[config.mk]
export PLATFORM = sky130hd
export DESIGN_NAME = imr_front_flat
export DESIGN_NICKNAME = d
export VERILOG_FILES = /design/src/rtl/core/imr_pkg.sv /design/src/rtl/core/imr_if.sv /design/src/rtl/core/imr_front.sv /design/src/flat_wrapper.sv
export SDC_FILE = /design/constraint.sdc
export NUM_CORES = 2
export LEC_CHECK = 0
export BUFFER_PORTS_ARGS = -buffer_cell sky130_fd_sc_hd__buf_2
export CORE_ASPECT_RATIO = 1.1
export CORE_UTILIZATION = 45
export CTS_CLUSTER_DIAMETER = 80
export DETAILED_ROUTE_END_ITERATION = 8
export SLEW_MARGIN = 15
export SYNTH_ARGS = -nofsm -noshare
export SYNTH_HDL_FRONTEND = slang
export SYNTH_SLANG_ARGS = --single-unit
[constraint.sdc]
create_clock -name clk -period 11.2 [get_ports clk]
set_clock_uncertainty 0.2 [all_clocks]
set_input_delay 2.24 -clock clk [delete_from_list [all_inputs] [get_ports clk]]
set_output_delay 2.24 -clock clk [all_outputs]
set_load 0.03 [all_outputs]
[src/rtl/core/imr_pkg.sv]
// imr_pkg: shared constants, codes and types of the image rotation block
// used by every module of rtl/core, no dependencies
package imr_pkg;

  localparam int MaxWidth    = 64;
  localparam int MaxHeight   = 64;
  localparam int MaxChannels = 4;
  localparam int PixelBits   = 16;
  localparam int FracBits    = 8;
  localparam int TrigShift   = 14;

  localparam int TrigW   = 16;
  localparam int SizeW   = 7;
  localparam int ChanW   = 3;
  localparam int CfgIdxW = 3;
  localparam int CfgW    = 16;
  localparam int InPixW  = 16;

  localparam int ColW   = $clog2(MaxWidth);
  localparam int RowW   = $clog2(MaxHeight);
  localparam int PlaneW = (MaxChannels > 1) ? $clog2(MaxChannels) : 1;

  localparam int DeltaW = ((ColW > RowW) ? ColW : RowW) + FracBits + 2;
  localparam int ProdW  = DeltaW + TrigW;
  localparam int SumW   = ProdW + 1;
  localparam int CoordW = SumW - TrigShift + 1;
  localparam int IntW   = CoordW - FracBits;

  localparam int BankAddrW = PlaneW + (RowW - 1) + (ColW - 1);
  localparam int BankDepth = 1 << BankAddrW;

  localparam int WtW  = 2 * FracBits + 1;
  localparam int MulW = WtW + PixelBits;
  localparam int AccW = MulW + 2;

  localparam int QueueDepth = 4;
  localparam int QueuePtrW  = $clog2(QueueDepth);

  typedef enum logic {
    OP_WRITE = 1'b0,
    OP_READ  = 1'b1
  } op_t;

  typedef enum logic [CfgIdxW-1:0] {
    CFG_COS      = 3'd0,
    CFG_SIN      = 3'd1,
    CFG_WIDTH    = 3'd2,
    CFG_HEIGHT   = 3'd3,
    CFG_CHANNELS = 3'd4
  } cfg_idx_t;

  typedef struct packed {
    logic [SizeW-1:0] width;
    logic [SizeW-1:0] height;
  } imr_cfg_t;

  typedef struct packed {
    op_t                      op;
    logic                     bad;
    logic [PlaneW-1:0]        plane;
    logic [RowW-1:0]          row;
    logic [ColW-1:0]          col;
    logic [PixelBits-1:0]     pixel;
    logic signed [CoordW-1:0] nx;
    logic signed [CoordW-1:0] ny;
  } imr_item_t;

endpackage

[src/rtl/core/imr_if.sv]
// imr_in_if and imr_out_if: valid/ready channels of the rotation block
// depends on imr_pkg
interface imr_in_if;
  logic                         valid;
  logic                         ready;
  imr_pkg::op_t                 opcode;
  logic [imr_pkg::PlaneW-1:0]   plane;
  logic [imr_pkg::RowW-1:0]     row;
  logic [imr_pkg::ColW-1:0]     col;
  logic [imr_pkg::InPixW-1:0]   pixel_in;

  modport source(output valid, opcode, plane, row, col, pixel_in, input ready);
  modport sink(input valid, opcode, plane, row, col, pixel_in, output ready);
endinterface


[src/rtl/core/imr_front.sv]
// imr_front: configuration registers, range check and source point pipeline
// depends on imr_pkg and imr_in_if
module imr_front (
  input  logic                    clk,
  input  logic                    rst,
  imr_in_if.sink                  req,
  input  logic                    cfg_we,
  input  logic [imr_pkg::CfgIdxW-1:0] cfg_index,
  input  logic [imr_pkg::CfgW-1:0]    cfg_data,
  input  logic                    q_full,
  output logic                    push,
  output imr_pkg::imr_item_t      push_item,
  output imr_pkg::imr_cfg_t       cfg
);
  import imr_pkg::*;

  logic signed [TrigW-1:0] cos_term;
  logic signed [TrigW-1:0] sin_term;
  logic [SizeW-1:0] image_width;
  logic [SizeW-1:0] image_height;
  logic [ChanW-1:0] channel_count;

  logic [SizeW-1:0] eff_w, eff_h;
  logic [ChanW-1:0] eff_c;
  logic [SizeW+FracBits-2:0] cxf, cyf;

  logic en;
  logic bad_in;
  logic signed [DeltaW-1:0] dx_in, dy_in;

  logic s1v, s2v, s3v;
  imr_item_t s1, s2, s3;
  logic signed [DeltaW-1:0] s1_dx, s1_dy;
  logic signed [ProdW-1:0] pcx, psy, psx, pcy;
  logic signed [SumW-1:0] sx, sy, shx, shy;

  always_ff @(posedge clk) begin
    if (rst) begin
      cos_term      <= TrigW'(1 << TrigShift);
      sin_term      <= '0;
      image_width   <= SizeW'(MaxWidth);
      image_height  <= SizeW'(MaxHeight);
      channel_count <= ChanW'(1);
    end else if (cfg_we) begin
      case (cfg_idx_t'(cfg_index))
        CFG_COS:      cos_term      <= cfg_data[TrigW-1:0];
        CFG_SIN:      sin_term      <= cfg_data[TrigW-1:0];
        CFG_WIDTH:    image_width   <= cfg_data[SizeW-1:0];
        CFG_HEIGHT:   image_height  <= cfg_data[SizeW-1:0];
        CFG_CHANNELS: channel_count <= cfg_data[ChanW-1:0];
        default: ;
      endcase
    end
  end

  assign eff_w = (image_width > SizeW'(MaxWidth)) ? SizeW'(MaxWidth) : image_width;
  assign eff_h = (image_height > SizeW'(MaxHeight)) ? SizeW'(MaxHeight) : image_height;
  assign eff_c = (channel_count > ChanW'(MaxChannels)) ? ChanW'(MaxChannels) : channel_count;
  assign cxf   = {eff_w, (FracBits-1)'(0)};
  assign cyf   = {eff_h, (FracBits-1)'(0)};
  assign cfg   = '{width: eff_w, height: eff_h};

  assign en        = !s3v || !q_full;
  assign req.ready = en;
  assign push      = s3v && !q_full;
  assign push_item = s3;

  assign bad_in = (SizeW'(req.col) >= eff_w) || (SizeW'(req.row) >= eff_h) ||
                  (ChanW'(req.plane) >= eff_c);
  assign dx_in  = DeltaW'({req.col, FracBits'(0)}) - DeltaW'(cxf);
  assign dy_in  = DeltaW'({req.row, FracBits'(0)}) - DeltaW'(cyf);

  always_ff @(posedge clk) begin
    if (rst) begin
      s1v <= 1'b0;
      s2v <= 1'b0;
      s3v <= 1'b0;
    end else if (en) begin
      s1v <= req.valid;
      s2v <= s1v;
      s3v <= s2v;
    end
  end

  assign sx  = SumW'(pcx) - SumW'(psy);
  assign sy  = SumW'(psx) + SumW'(pcy);
  assign shx = sx >>> TrigShift;
  assign shy = sy >>> TrigShift;

  always_ff @(posedge clk) begin
    if (en) begin
      s1.op    <= req.opcode;
      s1.bad   <= bad_in;
      s1.plane <= req.plane;
      s1.row   <= req.row;
      s1.col   <= req.col;
      s1.pixel <= req.pixel_in[PixelBits-1:0];
      s1.nx    <= '0;
      s1.ny    <= '0;
      s1_dx    <= dx_in;
      s1_dy    <= dy_in;

      s2  <= s1;
      pcx <= cos_term * s1_dx;
      psy <= sin_term * s1_dy;
      psx <= sin_term * s1_dx;
      pcy <= cos_term * s1_dy;

      s3.op    <= s2.op;
      s3.bad   <= s2.bad;
      s3.plane <= s2.plane;
      s3.row   <= s2.row;
      s3.col   <= s2.col;
      s3.pixel <= s2.pixel;
      s3.nx    <= shx[CoordW-1:0] + CoordW'(cxf);
      s3.ny    <= shy[CoordW-1:0] + CoordW'(cyf);
    end
  end

endmodule

[src/flat_wrapper.sv]
// flat-port wrapper written by rule: the top's interface ports become plain ports
module imr_front_flat import imr_pkg::*;
  (clk, rst, cfg_we, cfg_index, cfg_data, q_full, push, push_item, cfg, req_valid, req_opcode, req_plane, req_row, req_col, req_pixel_in, req_ready);
  imr_in_if req_i ();
  input  logic clk;
  input  logic rst;
  input  logic cfg_we;
  input  logic [imr_pkg::CfgIdxW-1:0] cfg_index;
  input  logic [imr_pkg::CfgW-1:0] cfg_data;
  input  logic q_full;
  output logic push;
  output imr_pkg::imr_item_t push_item;
  output imr_pkg::imr_cfg_t cfg;
  input wire logic [$bits(req_i.valid)-1:0] req_valid;
  input wire logic [$bits(req_i.opcode)-1:0] req_opcode;
  input wire logic [$bits(req_i.plane)-1:0] req_plane;
  input wire logic [$bits(req_i.row)-1:0] req_row;
  input wire logic [$bits(req_i.col)-1:0] req_col;
  input wire logic [$bits(req_i.pixel_in)-1:0] req_pixel_in;
  output wire logic [$bits(req_i.ready)-1:0] req_ready;
  assign req_i.valid = req_valid;
  assign req_i.opcode = req_opcode;
  assign req_i.plane = req_plane;
  assign req_i.row = req_row;
  assign req_i.col = req_col;
  assign req_i.pixel_in = req_pixel_in;
  assign req_ready = req_i.ready;
  imr_front u_core (.clk(clk), .rst(rst), .req(req_i), .cfg_we(cfg_we), .cfg_index(cfg_index), .cfg_data(cfg_data), .q_full(q_full), .push(push), .push_item(push_item), .cfg(cfg));
endmodule
### Word-level counts from Yosys, hierarchy flattened

Index checks and enable logic that the tools add are counted.
W data, S select, Z words.

* output and inout bits: 88
* bits in registers: 346
* bits of input ports: 55

* order comparisons: 6
* multiply operators: 4
* mux-type cells: 3
* reduce and logical (&&, ||, !) cells: 12
* add/subtract/negate cells: 6
* eq/ne operators: 4

Operators by type and width (count)
* $mul A16 B15 Y31: 4
* $add A19 B15 Y20: 2
* $add A32 B32 Y33: 1
* $sub A32 B32 Y33: 1
* $sub A14 B14 Y15: 2
* $ge A6 B7 Y1: 2
* $gt A7 B7 Y1 const B: 2
* $mux W7: 2
* $reduce_and A2 Y1: 5
* $eq A3 B2 Y1 const B: 2
* $eq A3 B1 Y1 const B: 1
* $eq A3 B3 Y1 const B: 1
* $ge A2 B3 Y1: 1
* $gt A3 B3 Y1 const B: 1
* $logic_not A3 Y1: 1
* $logic_or A1 B1 Y1: 3
* $mux W3: 1
* $logic_not A1 Y1: 2
* $logic_and A1 B1 Y1: 1

### Depth between registers and ports, before layout

* depth after elaboration: 5
* gate-level depth with buffers: 24
* depth with buffers taken out: 23

### Worst setup path after synthesis

Ideal clock, no wire load.

* path kind: in2out
* start: input port q_full
* end: output port req_ready
* stages: 1
* arrival: 7.645 ns
* slack: 1.115 ns
* cells stage by stage: nand2_1

* cells in the longest elaborated chain, start to end: 2

RTL lines
* start: declaration: RTL line flat_wrapper.sv:10 `input logic q_full;`
* $logic_not A1 Y1: RTL line imr_front.sv:63 `assign en = !s3v || !q_full;`
* $logic_or A1 B1 Y1: RTL line imr_front.sv:63
* end: declaration: RTL line flat_wrapper.sv:20 `output wire logic [$bits(req_i.ready)-1:0] req_ready;`

Every way passes these cells.

### Worst setup path after layout

* start: register, netlist name u_core.s1_dx[14]
* end: register u_core.psx[29] (data pin)

* cells in the longest elaborated chain, start to end: 1

RTL lines
* $mul A16 B15 Y31: RTL line imr_front.sv:106 `psx <= sin_term * s1_dx;`
* end signal: assignment: RTL line imr_front.sv:106
* end: declaration: RTL line imr_front.sv:34 `logic signed [ProdW-1:0] pcx, psy, psx, pcy;`

Every way passes these cells.
A chain may end at the register's enable or synchronous reset.

==> results.yml <==
run_status:
  outcome: "completed"
floorplan:
  core.rowCount: 102
  ios: 143
  initial_core_util_pct: 45.8
  core_sq_um: 70800
  dieArea_sq_um: 73100
  die_h_um: 284
  die_w_um: 258
layout:
  multiInputGateArea_sq_um: 21300
  drive_above_1_share_pct: 7.24
  n_antenna_cell: 0
  final_core_util_pct: 49.9
  fill_cells: 6507
  final_cell_mix: "inv_1, fa_1, ha_1"
  layout.nets: 4138
  finalInstanceArea_sq_um: 35400
  layout_commonest_cell: "inv_1"
  regArea_sq_um: 8490
  syn_to_final_growth_pct: 9.08
drt:
  drt_pre_antenna_iters: 6
  via_per_inst: 5.09
  drc: 0
  vias: 21500
  ant_nets: 0
  drt_iter0_markers: 1129
  routed_wl_um: 69300
  wl_per_cell_um: 16.4
yosys:
  synth_warnings: 0
  synthSimpleGateAreaFrac_pct: 13.8
  synth.area.mux_share_pct: 0.309
  syn_nets: 4034
  synthCells: 3155
  ys.flop_type: "edfxtp_1"
  yosysSeqAreaShare_pct: 26.2
  synth_compound_area_share_pct: 5.99
  synth_seq_cells: 300
  synth_cell_types: 61
  synth_top_family_by_area: "adder cells"
  synth_fa_ha_area_share_pct: 41.4
  async_flop_share_pct: 0
  syn-cell-area_sq_um: 32400
  avgSynthCellArea_sq_um: 10.3
  synth_edf_count: 248
  yosys.area_share.xor_xnor_pct: 4.08
timing:
  fin_crit_ns: 7.35
  worst_slew_pin_slew_ns: 1.14
  max_slew_margin_pct: 23.9
  setup_viol: 0
  hold_viol_final: 0
  fin_ws_ns: 3.85
  tns_ns: 0
  drv_slew: 0
  rsz0062_at_grt: "no"
  max_freq_mhz: 136
  min_period_over_period_pct: 65.6
hold_path:
  holdCritPathClass: "reg -> reg"
  worstHoldPathCells: 0
  hp-start: "u_core.s1[53]"
  hold_end: "u_core.s2[53]"
setup_path:
  reg2regPathDepth: 20
  start_kind: "register"
  critPathArrivalTime_ns: 7.46
  crit_path_frequent_cell: "fa_1"
  critPathRequiredTime_ns: 11.31
  path_cells: "inv_1, nor2_1, fa_1, fa_1, fa_1, inv_1, fa_1, inv_1, ha_1, ha_1, ha_1, nor2b_1, o21a_1, o21ai_1, a221oi_1, a2111oi_0, o31ai_1, o21a_1, nor2_1, xnor2_1"
  startpoint: "u_core.s1_dx[14]"
  max_stage_delay_ns: 0.90
  worstSetupPathType: "reg -> reg"
  r2r-end: "u_core.psx[29]"
  worstPathMaxFanout: 29
  cpMaxStageDelayCell: "inv_1"
  r2r-start: "u_core.s1_dx[14]"
  reg2reg_slack_ns: 3.85
  end_kind: "register"
placed_design:
  gp_congestion: 0.832
  port_buffers: 142
  preCtsSetupSlack_ns: 3.91
  post-dp-hpwl_um: 52500
  place_area_sq_um: 34100
clocking:
  numClockSinks: 300
  cts-buffers-inserted: 38
  cts_buffer_depth: 3
  ctsResizeCount: 0
  cts_root_buffer: "clkbuf_16"
  clk_latency_ns: 0.56
  post_cts_buffers: 0
  htreeDepth: 2
  cts_hold_buf: 0
  cts_tree: "built"
  clk_pin_slew_ns: 0.06
job:
  maxCapViolCount: 0
global_route:
  grt_util_all_layers_pct: 19.7
  overflow: 0
  grt_pass1_vias: 22600
  grt_pass1_wl_um: 116000
  grt_max_degree: 150
  antenna_found_initial: 3
pwr:
  p_leak_nw: 17.0
  peakVddDrop_uv: 130
  power.density_nw_per_um2: 163
[kinds of logic after synthesis]
group	after synthesis
muxes	10
AOI/OAI and AO/OA	307
DFF	300
and+or+nand+nor	860
xor gates and xnor gates	149
adders and majority gates	824
buffers and inverters	705
[power breakdown]
part | total [W] | internal [W] | switching, W
Combinational | 0.00286 | 0.00117 | 0.00169
Clock | 0.00122 | 0.000698 | 0.000521
Sequential | 0.00169 | 0.00159 | 0.000104
[worst max-delay path, delay by kind of cell (launching register included)]
| kind | cells | cell delay (ns) |
|---|---|---|
| simple gates | 3 | 0.41 |
| fa+ha+maj | 7 | 3.08 |
| buf+inv | 3 | 1.00 |
| flops | 1 | 0.56 |
| compound gates | 6 | 1.76 |
| xor+xnor | 1 | 0.08 |
[metrics by stage]
| step | total power [W] | cells | hold slack [ns] |
|---|---|---|---|
| finish | 0.00577 | 4222 | 0.217 |
| global route | 0.00624 | 4222 | 0.223 |
| CTS | 0.00583 | 4218 | 0.218 |
| detailed placement | 0.00456 | 4151 | 0.205 |
| global placement | 0.00450 | 4151 | 0.201 |
| floorplan | 0.00388 | 3155 | 0.200 |
[worst max path at each step]
stage / slack (ns) / to / cells past startpoint
floorplan: 1.11 / req_ready / 1
global placement: 4.07 / u_core.psx[29] / 20
detailed placement: 3.91 / u_core.psx[29] / 20
CTS: 3.89 / u_core.psx[29] / 20
global route: 3.43 / u_core.psx[29] / 20
finish: 3.85 / u_core.psx[29] / 20
[routing by layer]
layer	GRT usage, %	part of all wire (%)	up-vias
met5	0	0.049	-
met4	5.89	2.8	6
met3	2.56	4.4	95
met2	32.7	47	408
met1	26.8	45	10800
li1	-	-	10200
[area by class of cell]
cell class	instances	area share, %
flip-flops and latches	300	24.0
inverters	607	6.44
clock buffers	42	2.82
clock inverters	25	0.644
repair buffers	162	2.59
multi-input cells	2150	60.2
well taps	936	3.31
[cells in the mapped netlist, types with 2 or more instances]
master     number  share of area [%]
nor4_1          4              0.077
and3_1         12               0.23
o211ai_1        4              0.093
fa_1          416                 26
o22ai_1         2              0.039
inv_1         607                7.0
nor3_1         24               0.37
a2111oi_0       4               0.11
o21ai_0        35               0.54
dfxtp_1        52                3.2
o21ai_1         8               0.12
clkbuf_1       93                1.1
buf_1           3              0.035
xnor2_1       121                3.3
xor2_1         27               0.73
o21bai_1       19               0.44
and2_1        364                7.0
a31oi_1         8               0.15
or3b_1          2              0.054
nand3_1        22               0.34
a21boi_0        4              0.093
a21oi_1       134                2.1
or2_2           4              0.077
a21o_1         29               0.67
nor2_1        124                1.4
or4_1           2              0.046
a211o_1         5               0.14
mux2i_1        10               0.31
edfxtp_1      248                 23
o2111ai_1       3              0.081
nand2_1       221                2.6
o31ai_1         6               0.14
buf_4           2              0.046
o31a_1          5               0.14
o21a_1         21               0.49
a21oi_2         2              0.054
nand4_1        11               0.21
nand2b_1       27               0.52
a211oi_1        6               0.14
or3_1           6               0.12
nand3b_1        5               0.12
ha_1          408                 16
nor2b_1        27               0.52
[registers in the layout, indices dropped and copies added, names as in the netlist, 3 cells and up]
register,count
u_core.pcy,24
u_core.sin_term,16
u_core.channel_count,3
u_core.psy,24
u_core.pcx,24
u_core.s1_dy,8
u_core.s1,32
u_core.cos_term,16
u_core.image_width,7
u_core.push_item,72
u_core.psx,24
u_core.image_height,7
u_core.s1_dx,8
u_core.s2,32
Note: power is estimated with default switching activity, not from simulation.
