## config.mk

```make
export PLATFORM = sky130hd
export DESIGN_NAME = imr_queue
export DESIGN_NICKNAME = d
export VERILOG_FILES = /design/src/rtl/core/imr_pkg.sv /design/src/rtl/core/imr_queue.sv
export SDC_FILE = /design/constraint.sdc
export NUM_CORES = 1
export LEC_CHECK = 0
export BUFFER_PORTS_ARGS = -buffer_cell sky130_fd_sc_hd__buf_2
export CORE_MARGIN = 5
export CORE_UTILIZATION = 51
export CTS_CLUSTER_DIAMETER = 120
export DETAILED_ROUTE_END_ITERATION = 10
export PLACE_DENSITY = 0.79
export SYNTH_ARGS = -nofsm -noshare
export SYNTH_HDL_FRONTEND = slang
export SYNTH_SLANG_ARGS = --single-unit
```

## constraint.sdc

```tcl
create_clock -name clk -period 2.75 [get_ports clk]
set_input_delay 0 -clock clk [delete_from_list [all_inputs] [get_ports clk]]
set_output_delay 0 -clock clk [all_outputs]
set_load 0.02 [all_outputs]
```

## src/rtl/core/imr_pkg.sv

```systemverilog
// imr_pkg: shared constants, codes and types of the image rotation block
// used by every module of rtl/core, no dependencies
package imr_pkg;

  localparam int MaxWidth    = 64;
  localparam int MaxHeight   = 64;
  localparam int MaxChannels = 4;
  localparam int PixelBits   = 16;
  localparam int FracBits    = 8;
  localparam int TrigShift   = 14;

  localparam int TrigW   = 16;
  localparam int SizeW   = 7;
  localparam int ChanW   = 3;
  localparam int CfgIdxW = 3;
  localparam int CfgW    = 16;
  localparam int InPixW  = 16;

  localparam int ColW   = $clog2(MaxWidth);
  localparam int RowW   = $clog2(MaxHeight);
  localparam int PlaneW = (MaxChannels > 1) ? $clog2(MaxChannels) : 1;

  localparam int DeltaW = ((ColW > RowW) ? ColW : RowW) + FracBits + 2;
  localparam int ProdW  = DeltaW + TrigW;
  localparam int SumW   = ProdW + 1;
  localparam int CoordW = SumW - TrigShift + 1;
  localparam int IntW   = CoordW - FracBits;

  localparam int BankAddrW = PlaneW + (RowW - 1) + (ColW - 1);
  localparam int BankDepth = 1 << BankAddrW;

  localparam int WtW  = 2 * FracBits + 1;
  localparam int MulW = WtW + PixelBits;
  localparam int AccW = MulW + 2;

  localparam int QueueDepth = 4;
  localparam int QueuePtrW  = $clog2(QueueDepth);

  typedef enum logic {
    OP_WRITE = 1'b0,
    OP_READ  = 1'b1
  } op_t;

  typedef enum logic [CfgIdxW-1:0] {
    CFG_COS      = 3'd0,
    CFG_SIN      = 3'd1,
    CFG_WIDTH    = 3'd2,
    CFG_HEIGHT   = 3'd3,
    CFG_CHANNELS = 3'd4
  } cfg_idx_t;

  typedef struct packed {
    logic [SizeW-1:0] width;
    logic [SizeW-1:0] height;
  } imr_cfg_t;

  typedef struct packed {
    op_t                      op;
    logic                     bad;
    logic [PlaneW-1:0]        plane;
    logic [RowW-1:0]          row;
    logic [ColW-1:0]          col;
    logic [PixelBits-1:0]     pixel;
    logic signed [CoordW-1:0] nx;
    logic signed [CoordW-1:0] ny;
  } imr_item_t;

endpackage

```

## src/rtl/core/imr_queue.sv

```systemverilog
// imr_queue: short word queue between front and back
// depends on imr_pkg
module imr_queue (
  input  logic               clk,
  input  logic               rst,
  input  logic               push,
  input  imr_pkg::imr_item_t push_item,
  input  logic               pop,
  output imr_pkg::imr_item_t head,
  output logic               full,
  output logic               empty
);
  import imr_pkg::*;

  imr_item_t slots [QueueDepth];
  logic [QueuePtrW-1:0] wr_ptr, rd_ptr;
  logic [QueuePtrW:0] count;

  assign full  = (count == (QueuePtrW+1)'(QueueDepth));
  assign empty = (count == '0);
  assign head  = slots[rd_ptr];

  always_ff @(posedge clk) begin
    if (rst) begin
      wr_ptr <= '0;
      rd_ptr <= '0;
      count  <= '0;
    end else begin
      if (push) wr_ptr <= wr_ptr + 1'b1;
      if (pop) rd_ptr <= rd_ptr + 1'b1;
      case ({push, pop})
        2'b10:   count <= count + 1'b1;
        2'b01:   count <= count - 1'b1;
        default: count <= count;
      endcase
    end
  end

  always_ff @(posedge clk) begin
    if (push) slots[wr_ptr] <= push_item;
  end

endmodule

```

# ---- Yosys cells after proc, flatten, opt, wreduce, memory -nomap -nowiden
# Memory sizes are Yosys's and may differ from the RTL's. A register that Yosys moved wholly into a read port is not among the register bits.
# Index checks and enable logic that the tools add are counted.
dict set report totals {
  ramBits 288
  word_cells 18
  output_inout_bits 74
  ff_bits 7
  n_memories 1
  inputBits 76
}
# memory depth word_bits read_ports rd_clocked_by_memory_dff write_ports line_no
set memory_table {}
lappend memory_table {slots 4 72 1 1 1 imr_queue.sv:15} ;# imr_item_t slots [QueueDepth];
dict set report op_classes {
  mux 5
  reduce_logical 2
  n_eq_ne 3
  n_addsub 4
}
# operator n
set ops {}
lappend ops {{$pmux 3 s2} 1}
lappend ops {{$add 2x1->2 const B} 2}
lappend ops {{$mux 2} 2}
lappend ops {{$add 3x1->3 const B} 1}
lappend ops {{$eq 3x3->1 const B} 1}
lappend ops {{$logic_not 3->1} 1}
lappend ops {{$sub 3x1->3 const B} 1}
lappend ops {{$eq 2x1->1 const B} 1}
lappend ops {{$eq 2x2->1 const B} 1}
lappend ops {{$mux 1} 2}
lappend ops {{$reduce_bool 2->1} 1}

# ---- Depth between registers and ports, before layout
# Gate-level depths: netlist of the first run.
dict set report depth {
  ltp_word 3
  depth_mapped 7
  ltp_nobuf 7
}

# ---- Worst setup path after synthesis of the first run
# Ideal clock, no wire load.
dict set report synth_path {
  path_kind {reg-to-reg}
  start {register wr_ptr[0]}
  end {memory slots[0][0] (netlist bit), enable pin}
  n_path_buf 0
  required_time_ns 2.312
  period_less_slack_ns 2.665
  setup_time_ns 0.438
  stages_incl_launch_ff 4
  path_slack_ns 0.085
  t_arrival_ns 2.227
  cell_sequence {dfxtp_1 > inv_1 > ha_1 > and2_1}
}
# element line_no
set synth_lines {}
lappend synth_lines {{start: declaration} imr_queue.sv:16} ;# logic [QueuePtrW-1:0] wr_ptr, rd_ptr;
lappend synth_lines {{start signal: assignment} imr_queue.sv:29} ;# if (push) wr_ptr <= wr_ptr + 1'b1;
lappend synth_lines {{end: declaration} imr_queue.sv:15}
# Straight into the memory's write port.

==> results, run 1 <==
- The post-synthesis cell count is about 420.
- VDD sags by at most a little under 0.5 mV.
- For the worst-skew pair, the clock arrives at the later sink with an insertion delay of 0.52 ns.
- A synthesized cell averages 25.8 um2.
- Broken down by cell family, the worst path's largest delay share belongs to flip-flops.
- The count of placed standard cells in the final layout, fillers left out is 971.
- The flow ran to the end, and the final reports show no timing, DRC or antenna violations.
- The HPWL after detailed placement is roughly 13000 um.
- The via count of the first global-routing pass is 5747.
- The class of the tightest hold or removal check is in -> reg.
- The end of the critical path is head[32].
- The area enclosed by the die boundary is approximately 24000 um2.
- Summing internal, switching and leakage power gives around 10 mW.
- Headroom to the max-slew limit came out at 48.5%.
- The worst endpoint data arrival time is between 2 and 2.5 ns.
- The final critical path time including I/O delays and setup is about 2.3 ns.
- The TritonCTS clock tree is built.
- The first routing iteration left around 380 violations.
- Static timing analysis puts the maximum clock frequency at roughly 0.44 GHz.
- The post-detailed-routing wire length is between 20000 and 25000 um.
- Yosys printed 0 warnings.
- The number of input and output port buffers inserted is 149.
- Entering global routing, the biggest net connects 50 pins.
- After synthesis, flip-flops and latches occupy between 80% and 90% of the total area.
- Clock tree synthesis selected as its root buffer the cell sky130_fd_sc_hd__clkbuf_16.
- Setup violations remaining at the end of the flow were counted as 0.
- The critical path is of the reg -> out type.
- The hold violation count in the final report is 0.
- The final weighted congestion in routability-driven placement is about 0.72.
- The mapped netlist covers 10900 um2.
- The startpoint type of the worst setup path is a register.
- In this run, the combinational gates consume between 10% and 20% of the power.
- The leakage power is between 4 and 5 nW.
- The number of sinks driven by the clock tree is approximately 300.
- The overall global routing resource usage is between 15 and 20%.
- The die span in x is approximately 160 um.
- The core box area is around 21000 um2.
- The distinct cell type count of the synthesized netlist is 22.
- The final clock period utilization by the worst path is 82.5%.
- Using the TritonRoute via totals, the vias-per-cell ratio works out to around 5.4.
- The share of total power in the clock network is a little over a third.
- After detailed routing, the average wire length per cell comes to 21.3 um.
- The end of the worst register-to-register path is slots[2][12]$_DFFE_PP_.
- The worst register-to-register path has a depth of 4.
- The power density over the cells is between 700 and 800 nW/um2.
- Walking the worst path, the cells encountered are buf_12, mux4_2, buf_2.
- STA puts the critical path data required time at 2.75 ns.
- The initial utilization of the core area, before any placement, comes to 51.9%.
- The overall die height is roughly 160 um.
- Across the run, the number of max-cap violations was 0.
- Summing all flip-flop and latch instances after layout gives between 8000 and 9000 um2.
- The cell with the biggest individual delay on the critical path is sky130_fd_sc_hd__dfxtp_4.
- Setup total negative slack on the finished layout was measured at 0 ns.
- For this run, design rule violations remaining after detail routing come to 0.
- The overall via count from detail_route is about 5200.
- The fraction of final layout cells with drive strength greater than 1 is between 40% and 50%.
- In this run the number of H-tree levels came out at 1.
- Setup repair after global routing left no endpoint under its margin.
- The largest incremental delay on the critical path is 0.67 ns.
- The first detailed-routing pass took 4 iterations.
- The final-stage net count is 758.
- The startpoint identified for the worst register-to-register timing path is wr_ptr[0]$_SDFFE_PP0P_.
- For the final database, setup skew stands at roughly 0.011 ns.
- The endpoint class of the critical path is an output pin.
- Counting every net in the synthesized netlist gives about 500.
- The global-route wire length before repair is around 32000 um.
- Across all register-to-register paths, the minimum setup slack is 0.92 ns.
- The footprint of the multi-input gates is 1870 um2.
- In this run, placement finished with an instance count of ~840.
- After synthesis the netlist holds a flip-flop and latch count of ~300.
- The register clock-pin slew on the reported worst setup and hold paths is approximately 0.060 ns.
- After filler insertion, the fill cell instance count of the layout stands at 1374.
- The final-report max-slew violation count is 0.
- Buffers inserted during clock tree synthesis total 29.
- Of the total power, the share spent switching nets is approximately 22%.
- In this run the post-CTS setup repair buffer count came out at 0.
- The transition at the pin with the smallest max-transition slack is 0.772 ns.
- The floorplan has 53 rows.
- The internal power of the cells totals ~7.7 mW.
- Of all nets on the critical path, the largest fanout is 25.
- In the layout the commonest cells are sky130_fd_sc_hd__edfxtp_1 (288), sky130_fd_sc_hd__buf_2 (149), sky130_fd_sc_hd__dlygate4sd3_1 (76).
- Counting both buffers and inverters, the worst setup path holds a total of 2.
- Once detail routing completed, the nets flagged for antenna violations numbered 0.
- After global routing the overflow that remains totals 0.
- Sequential cells burn 53.1% of the power.
- The most common cell after layout, fill and taps aside is sky130_fd_sc_hd__edfxtp_1.
- The I/O pin total is 150.
- The layout-stage area growth over the synthesis result is 24.8%.
- The analysis attributes to net switching a power of 2.23 mW.
- The initial antenna violation count is 0.
- The number of cells on the critical path is 3.
- Final hold analysis gives a worst-case slack of around 0.23 ns.
- The deepest clock path buffer count is 3.
cell usage after synthesis:
cell type                  instances  area (um2)
sky130_fd_sc_hd__fa_1              1        20.0
sky130_fd_sc_hd__clkbuf_1          2        7.51
sky130_fd_sc_hd__edfxtp_1        288        8650
sky130_fd_sc_hd__nor3_1            1        5.00
sky130_fd_sc_hd__inv_1             6        22.5
sky130_fd_sc_hd__mux4_1            2        52.6
sky130_fd_sc_hd__o21ai_0           1        5.00
sky130_fd_sc_hd__mux2i_1           1        10.0
sky130_fd_sc_hd__nor2_1            8        30.0
sky130_fd_sc_hd__xnor2_1           2        17.5
sky130_fd_sc_hd__buf_2             7        35.0
sky130_fd_sc_hd__or3_1             1        6.26
sky130_fd_sc_hd__ha_1              5        62.6
sky130_fd_sc_hd__dfxtp_1           9         180
sky130_fd_sc_hd__and3_1            1        6.26
sky130_fd_sc_hd__and2_1            4        25.0
sky130_fd_sc_hd__nand2_1           1        3.75
sky130_fd_sc_hd__a21oi_1           2        10.0
sky130_fd_sc_hd__xor2_1            3        26.3
sky130_fd_sc_hd__buf_12            7         140
sky130_fd_sc_hd__mux4_2           70        1580
sky130_fd_sc_hd__buf_6             1        11.3
logic make-up (layout without fill, tap and decap cells):
| family | Yosys count | count (layout) | share of synthesized area [%] |
|---|---|---|---|
| buffers and inverters | 23 | 295 | 1.99 |
| other | 0 | 1 | 0 |
| xor gates and xnor gates | 5 | 5 | 0.402 |
| DFF | 297 | 297 | 81.0 |
| and+or+nand+nor | 16 | 16 | 0.700 |
| muxes | 73 | 73 | 15.0 |
| AOI/OAI and AO/OA | 3 | 3 | 0.138 |
| adders and majority gates | 6 | 6 | 0.757 |
power by group through the flow:
stage | Clock [mW] | Sequential [mW] | Combinational, mW
2_1_floorplan | 0 | 5.34 | 0.740
3_3_place_gp | 0 | 5.38 | 1.05
3_5_place_dp | 0 | 5.39 | 1.07
4_1_cts | 3.59 | 5.30 | 1.17
5_1_grt | 3.81 | 5.31 | 1.23
6_report | 3.53 | 5.30 | 1.15
through the flow:
stage               setup slack, ns  cell area (um2)  utilization, %
global placement              0.913            12000            57.0
finish                        0.482            13600            64.7
floorplan                    0.0854            10900               -
global route                  0.314            13600            64.7
detailed placement            0.887            12000            57.0
CTS                           0.408            13600            64.7
layer usage:
| metal | global-route usage, % | up-vias | wire length [um] |
|---|---|---|---|
| met2 | 28.5 | 169 | 10400 |
| li1 | - | 2306 | - |
| met5 | 0 | - | 0 |
| met3 | 3.38 | 32 | 1300 |
| met4 | 3.64 | 0 | 300 |
| met1 | 23.7 | 2713 | 8720 |
worst min path at each step:
stage	from	to	slack, ns	cells after the start
final	push_item[5]	slots[3][5]$_DFFE_PP_	0.23	2
after global routing	push_item[2]	slots[3][2]$_DFFE_PP_	0.23	2
after CTS	push_item[59]	slots[0][59]$_DFFE_PP_	0.21	2
after floorplan	push_item[0]	slots[0][0]$_DFFE_PP_	0.1	0
after detailed placement	push_item[21]	slots[2][21]$_DFFE_PP_	0.22	1
after global placement	push_item[49]	slots[2][49]$_DFFE_PP_	0.21	1
worst register-to-register path: cells and delay by family (launching register included):
| kind | cells | cell delay (ns) |
|---|---|---|
| flip-flops | 1 | 0.35 |
| adder cells (fa/ha/maj) | 1 | 0.15 |
| buffers and inverters | 2 | 0.51 |
| AND/OR/NAND/NOR | 1 | 0.50 |
state kept, by name, indices dropped and copies added (netlist names), named ones only:
name	flops
count	3
rd_ptr	2
slots	288
wr_ptr	2
layout make-up:
cell class                 count  share of cell area [%]
clock buffer                  41                    5.96
multi-input combinational    103                    13.7
inverter                       6                   0.166
sequential                   297                    65.0
timing repair buffer         239                    12.3
antenna                        1                  0.0184
tap                          275                    2.53
clock inverter                 9                   0.340
timing repair:
item | CTS | global route
resized for setup | 0 | 0
endpoints found under the hold margin | 297 | 0
setup endpoints to repair | 0 | 0
hold buffers | 76 | 0
Note: power is estimated with default switching activity, not from simulation.
==> run 2: changes to the inputs <==
Clock period 2.75 ns to 2 ns, I/O delays scaled along.
==> run 2 against run 1 <==
Effect of this change:
- clock skew fell by 0.0021 ns
- global-route usage grew 0.17 points
- power increased by 38%
- die area unchanged
- sequential power increased by 36%
- via count is 0.23% higher
- largest cell class unchanged
- largest power group unchanged
==> results, run 2 (synthesis gave the netlist of run 1 again) <==
- The run finished with clean final reports.
- The final-report setup violation count is 0.
- The overall via count from detail_route is 5232.
- After detailed routing, the average wire length per cell comes to around 21 um.
- The path class of the tightest hold or removal check is in -> reg.
- The sum of net half-perimeters after detailed placement is between 10000 and 15000 um.
- The worst path in the final design needs a cycle of between 1.5 and 2 ns, including I/O delays and setup.
- In the global route stage, overall resource usage came out at roughly 17%.
- The instance count along the most critical hold path is 2.
- Buffers inserted during clock tree synthesis total 29.
- STA puts the critical path data arrival time at 1.99 ns.
- The DRC violation total after the first TritonRoute iteration is 240.
- The final weighted congestion in routability-driven placement is approximately 0.7.
- Based on the critical path, the design can be clocked at up to 0.502 GHz.
- The startpoint of the worst register-to-register path is count[0]$_SDFFE_PP0P_.
- The initial antenna violation count is 1.
- The antenna cell count is 0.
- The detail route stage leaves a number of antenna-violating nets equal to 0.
- The register with the most flip-flops in the layout has approximately 290 of them.
- The cell family contributing the most delay on the critical path is buffers and inverters.
- The die covers 24400 um2.
- The largest individual stage delay along the critical path comes from the cell sky130_fd_sc_hd__mux4_2.
- The routed design has 20800 um of wire.
- The classification of the worst setup path is reg -> out.
- For this run the aggregate overflow at the end of global routing stands at 0.
- The end of the worst register-to-register path is count[2]$_SDFFE_PP0P_.
- For the worst setup path, the data required time is 2.00 ns.
- The buffer cell driving the clock tree root is sky130_fd_sc_hd__clkbuf_16.
- After floorplanning, the core was divided into 53 placement rows.
- Across the routed clock network, the largest skew measured is 0.00845 ns.
- Counting both buffers and inverters, the worst setup path holds a total of 2.
- The leakage power is 4.75 nW.
- In the final design database the tool counted between 700 and 800 nets.
- The insertion delay to the later sink of the worst-skew pair is between 0.5 and 0.6 ns.
- Max-cap violations in this run came to 0.
- Counting flops per register, the top entry is slots.
- Once the floorplan was initialized, standard cells occupied between 50% and 60% of the core.
- The I/O pin total is 150.
- The die is 156 um tall.
- The core utilization of the finished layout is around 66%.
- The end point of the worst hold path is slots[1][8]$_DFFE_PP_.
- TritonCTS built the clock tree.
- The first TritonRoute pass finished after 7 iterations.
- Dividing total power by cell area gives a power density of between 1000 and 1500 nW/um2.
- Counting every sink on the clock net gives ~300.
- The H-tree depth is 1.
- The critical path goes through bufbuf_16, mux4_2, buf_2.
- The number of cells on the worst reg-to-reg path is 5.
- Of all nets on the critical path, the largest fanout is 18.
- After filler insertion, the fill cell instance count of the layout stands at 1335.
- The via count of the first global-routing pass is roughly 5700.
- The final-report max-slew violation count is 0.
- In this run the tool buffered the top-level ports with between 100 and 150 buffer cells.
- The deepest clock path buffer count is 3.
- The cell area after layout is roughly 14000 um2.
- The hold violation count in the final report is 0.
- The largest net degree at the start of global routing is between 40 and 50.
- Setup repair after global routing could not meet its margin everywhere.
- The most common cell after layout, fill and taps aside is sky130_fd_sc_hd__edfxtp_1.
- The largest incremental delay on the critical path is about 0.52 ns.
- The post-detailed-placement cell area is ~12000 um2.
- The layout-stage area growth over the synthesis result is 26.5%.
- In the layout the commonest cells are sky130_fd_sc_hd__edfxtp_1 (288), sky130_fd_sc_hd__buf_2 (146), sky130_fd_sc_hd__dlygate4sd3_1 (75).
- The global-route wire length before repair is roughly 32000 um.
- The endpoint class of the critical path is an output pin.
- After detailed routing, the number of vias per cell comes to around 5.3.
- The fraction of final layout cells with drive strength greater than 1 is 40.8%.
- The largest registers in the layout are slots x288, count x3.
- The transition at the pin with the smallest max-transition slack is around 0.47 ns.
- Of the available clock period, the critical path in the final layout requires approximately 100%.
- The worst max-slew margin expressed relative to the limit is about 69%.
- After clock tree synthesis, the clock-pin slew on the worst setup and hold paths is about 0.06 ns.
- The startpoint of the lowest-slack hold path is push_item[8].
- The largest voltage drop on the vdd net is slightly below 0.8 mV.
- The worst setup path is launched from a register.
- In the routed design, unresolved DRC markers number 0.
- In this run the standard cell core region covers approximately 21000 um2.
- The die span in x is between 150 and 200 um.
- The flop-to-flop setup slack is about 0.43 ns.
[run 2: changes by cell type in the layout (fill, tap and decap cells not counted), sizes merged]
cell	previous run	this run
bufbuf	0	2
dlygate4sd3	76	75
clkbuf	41	38
clkinv	7	14
diode	1	0
bufinv	0	1
clkinvlp	2	0
buf	163	168
[run 2: routing by layer]
metal | share of wire, % | track usage (%)
met3 | 5.9 | 3.22
met2 | 53 | 30.7
met5 | 0.062 | 0
met4 | 1.6 | 3.76
met1 | 40 | 22.3
[run 2: worst max-delay path by stage]
| stage | startpoint | to | slack, ns | cells after the start |
|---|---|---|---|---|
| floorplan | wr_ptr[0]$_SDFFE_PP0P_ | slots[2][0]$_DFFE_PP_ | 0.12 | 3 |
| global placement | register | head[63] | 0.47 | 3 |
| detailed placement | count[0]$_SDFFE_PP0P_ | count[2]$_SDFFE_PP0P_ | 0.45 | 5 |
| CTS | register | head[23] | -0.06 | 4 |
| global route | register | head[2] | -0.08 | 3 |
| finish | register | head[66] | 0.007 | 3 |
[run 2: final cells by class]
type	instances	area (um2)	share of cell area, %
Sequential cell	297	8840	64.1
Multi-Input combinational cell	103	1860	13.5
Timing Repair Buffer	245	1860	13.5
Clock buffer	38	759	5.51
Tap cell	275	344	2.50
Clock inverter	15	98.8	0.717
Inverter	6	22.5	0.163
[run 2: report_power, final]
| group | internal, mW | switching (mW) | leakage, nW |
|---|---|---|---|
| Clock | 2.79 | 2.08 | 0.428 |
| Sequential | 7.14 | 0.0908 | 2.72 |
| Combinational | 0.787 | 0.918 | 1.61 |
[run 2: stage by stage]
| stage | hold slack [ns] | setup TNS (ns) | total power [mW] | setup WS, ns | cells |
|---|---|---|---|---|---|
| detailed placement | 0.217 | 0 | 8.88 | 0.446 | 843 |
| global route | 0.208 | -1.73 | 14.4 | -0.0819 | 979 |
| global placement | 0.209 | 0 | 8.82 | 0.467 | 843 |
| finish | 0.228 | 0 | 13.8 | 0.00711 | 979 |
| floorplan | 0.0989 | 0 | 8.34 | 0.122 | 423 |
| CTS | 0.199 | -1.14 | 14.0 | -0.0594 | 978 |
[run 2: worst register-to-register path: stages (launching register included)]
cell	delay [ns]
sky130_fd_sc_hd__dfxtp_1	0.38
sky130_fd_sc_hd__inv_1	0.09
sky130_fd_sc_hd__fa_1	0.44
sky130_fd_sc_hd__xor2_1	0.16
sky130_fd_sc_hd__or3_1	0.30
sky130_fd_sc_hd__a21oi_1	0.14
[run 2: what timing repair did]
item | 4_1_cts | 5_1_grt
hold buffers | 75 | 0
setup buffers | 4 | 2
resized for setup | 5 | 4
endpoints found under the setup margin | 58 | 54
cloned | 3 | 0
hold endpoints to repair | 297 | 0
==> run 3: changes to the inputs <==
Settings changed: ABC_AREA set to 1, CORE_UTILIZATION 51 to 52, PLACE_DENSITY 0.79 to 0.8.
==> run 3 against run 2 <==
Effect of this change:
- design area grew 3.6%
- register-to-register slack gained 0.06 ns
- die area grew 3.6%
- critical path type unchanged
- largest power group unchanged
==> results, run 3 <==
- The flow ran to the end, and the final reports show no timing, DRC or antenna violations.
- Combinational logic burns 12.0% of the power.
- The count of yosys warnings during synthesis is 0.
- The routed layout has ~7000 vias.
- The maximum operating frequency is slightly above 0.5 GHz.
- IR analysis of the VDD net gives a maximum drop of 0.683 mV.
- In this run the biggest area consumer among cell types represents between 70 and 80% of the synthesized area.
- On the final layout, the worst hold slack is about 0.22 ns.
- The analysis attributes to net switching a power of 3.27 mW.
- In this run the deepest clock path goes through 3 buffers.
- In this run the mean area of a mapped cell was approximately 15 um2.
- The final-report max-slew violation count came to 0.
- After the last flow step, the layout net total stands at ~1100.
- On the final layout, the worst clock skew is 0.00804 ns.
- The class of the tightest hold or removal check is in -> reg.
- The worst max-slew margin expressed relative to the limit is between 60% and 70%.
- Summed over all layers, the routed wires come to between 20000 and 25000 um.
- The post-detailed-route DRC marker count is 0.
- In the layout the commonest cells are sky130_fd_sc_hd__edfxtp_1 (288), sky130_fd_sc_hd__buf_2 (149), sky130_fd_sc_hd__o21ai_0 (140).
- The number of buffers created by CTS is 28.
- The largest net degree at the start of global routing is 73.
- The I/O pin total is 150.
- After synthesis, the most frequently instantiated cells are sky130_fd_sc_hd__edfxtp_1 (288), sky130_fd_sc_hd__o21ai_0 (140), sky130_fd_sc_hd__nor2_1 (97), sky130_fd_sc_hd__nor2_2 (50), sky130_fd_sc_hd__o22ai_2 (50).
- The global-route wire length before repair is 37800 um.
- Counting flops with an async set or reset pin after synthesis yields a share of 0%.
- The post-synthesis cell count is about 750.
- The final-report setup violation count is 0.
- Leaving out fill and tap cells, the most frequent cell in the layout is sky130_fd_sc_hd__edfxtp_1.
- The max-capacitance violation count is 0.
- The worst setup path is captured at an output pin.
- The die is 159 um wide.
- The worst path in the final design needs a cycle of 1.93 ns, including I/O delays and setup.
- At the end of routability-driven placement, the weighted congestion stood at about 0.75.
- The floorplan has 54 rows.
- Yosys mapped a number of flops with a built-in enable equal to between 200 and 300.
- The first routing iteration left a little under 600 violations.
- After layout, the design draws a total of 13.9 mW.
- The pre-CTS setup slack is about 0.40 ns.
- The HPWL after detailed placement is between 10000 and 15000 um.
- The first detailed-routing pass ran for 4 iterations.
- The via count of the first global-routing pass is 7165.
- The share of the yosys chip area belonging to registers is 76.5%.
- The number of different library cells used by synthesis comes to 24.
- The initial antenna violation count was 2.
- The core box area is 21800 um2.
- The power density over the cells is around 970 nW/um2.
- In this run the static leakage power is approximately 5.0 nW.
- The layout-stage area growth over the synthesis result is 23.8%.
- Input and output buffers added on the ports amount to around 150.
- Sorting the synthesized cells by area gives the leading types as sky130_fd_sc_hd__edfxtp_1 (75%), sky130_fd_sc_hd__o21ai_0 (6.1%), sky130_fd_sc_hd__o22ai_2 (5.4%).
- After detailed routing, the average wire length per cell comes to around 19 um.
- The internal power of the cells totals between 10 and 15 mW.
- The detail route stage leaves a number of antenna-violating nets equal to 0.
- The cell type with the highest aggregate area in the netlist is sky130_fd_sc_hd__edfxtp_1.
- For this run, the leading register cell type out of synthesis is sky130_fd_sc_hd__edfxtp_1.
- The register clock-pin slew on the reported worst setup and hold paths is 0.06 ns.
- The hold violation count in the final report is 0.
- Clock latency on the worst-skew pair, taken at its later pin, is 0.53 ns.
- The buffer cell driving the clock tree root is sky130_fd_sc_hd__clkbuf_16.
- The worst path meets setup with 0.0681 ns of slack.
- When the netlist entered floorplanning its net count stood at approximately 840.
- Setup repair after global routing could not meet its margin everywhere.
- The overall global routing resource usage is around 18%.
- The startpoint type of the worst setup path is a register.
- The largest registers in the layout are slots x288, count x3.
- The initial core utilization is between 50% and 60%.
- In this run the cell area of the synthesized design comes to 11500 um2.
- The clock net in this run drives a total of about 300 sinks.
- Cells with a size suffix above 1 make up 32.0% of the layout.
- Data on the critical path arrives at its endpoint at 1.93 ns.
- At the pin with the least slew margin, the transition time is roughly 0.49 ns.
- For this run the aggregate overflow at the end of global routing stands at 0.
- STA puts the critical path data required time at approximately 2.0 ns.
- The post-synthesis sequential element count is between 200 and 300.
- The share of total power in the clock network is 36.1%.
- The register with the most flip-flops in the layout has ~290 of them.
- The average vias per placed instance is roughly 5.4.
- The die covers 25300 um2.
- The TritonCTS clock tree is built.
- CTS built an H-tree with a depth of 1.
- The switching share of total power is between 20% and 30%.
- The register with the most flip-flops is slots.
- The classification of the worst setup path is reg -> out.
- The most common cell in the synthesized netlist is sky130_fd_sc_hd__edfxtp_1.
- The die is 159 um tall.
- Of all nets on the critical path, the largest fanout is 50.
- The final clock period utilization by the worst path is a little over nine tenths.
- Sequential cells burn approximately 52% of the power.
## run 3: critical path: stages (launching register included)
cell	delay, ns
sky130_fd_sc_hd__dfxtp_4	0.47
sky130_fd_sc_hd__buf_12	0.27
sky130_fd_sc_hd__o21ai_0	0.13
sky130_fd_sc_hd__o22ai_1	0.29
sky130_fd_sc_hd__buf_2	0.23
## run 3: logic make-up after synthesis
group,share of synthesized area [%]
adders and majority gates,0.716
buffers and inverters,3.09
and+or+nand+nor,6.34
AOI/OAI and AO/OA,13.3
DFF,76.5
## run 3: timing repair
| item | 4_1_cts | 5_1_grt |
|---|---|---|
| setup buffers | 2 | 0 |
| hold buffers | 75 | 0 |
| gates resized for setup | 5 | 1 |
| endpoints found under the setup margin | 68 | 22 |
| endpoints found under the hold margin | 297 | 0 |
## run 3: final cells by class
cell class	count	area (um2)
repair buffers	240	1750
fillers	1528	7530
flip-flops and latches	297	8840
diodes	2	5.00
multi-input cells	393	2370
inverters	18	100
clock inverters	18	129
well taps	280	350
clock buffers	34	744
## run 3: path summary, 6_finish.rpt
check / cells after the start / startpoint / slack, ns / end
worst min register to register: 1 / rd_ptr[1]$_SDFFE_PP0P_ / 0.45 / register
worst max-delay path: 4 / register / 0.07 / head[63]
worst min-delay path: 2 / push_item[49] / 0.22 / slots[2][49]$_DFFE_PP_
worst max register to register: 5 / wr_ptr[0]$_SDFFE_PP0P_ / 0.49 / slots[2][42]$_DFFE_PP_
## run 3: power by group through the flow
stage          Sequential [mW]  Clock, mW  Combinational (mW)
3_5_place_dp              7.32          0                1.54
2_1_floorplan             7.29          0               0.981
5_1_grt                   7.19       5.40                1.80
4_1_cts                   7.18       5.09                1.68
3_3_place_gp              7.31          0                1.50
6_report                  7.18       5.00                1.67
## run 3: stage by stage
| step | utilization (%) | instances | TNS, ns | instance area [um2] |
|---|---|---|---|---|
| 2_1_floorplan | - | 754 | -7.90 | 11600 |
| 3_3_place_gp | 57.8 | 1151 | 0 | 12600 |
| 3_5_place_dp | 57.8 | 1151 | 0 | 12600 |
| 4_1_cts | 65.4 | 1280 | 0 | 14300 |
| 5_1_grt | 65.5 | 1282 | -0.0205 | 14300 |
| 6_report | 65.5 | 1282 | 0 | 14300 |
## run 3: metal layers
metal	up-vias	wire, um	track usage (%)
li1	3289	-	-
met1	3423	10000	24.1
met2	231	12200	31.6
met3	34	1790	4.48
met4	0	412	4.15
met5	-	0	0
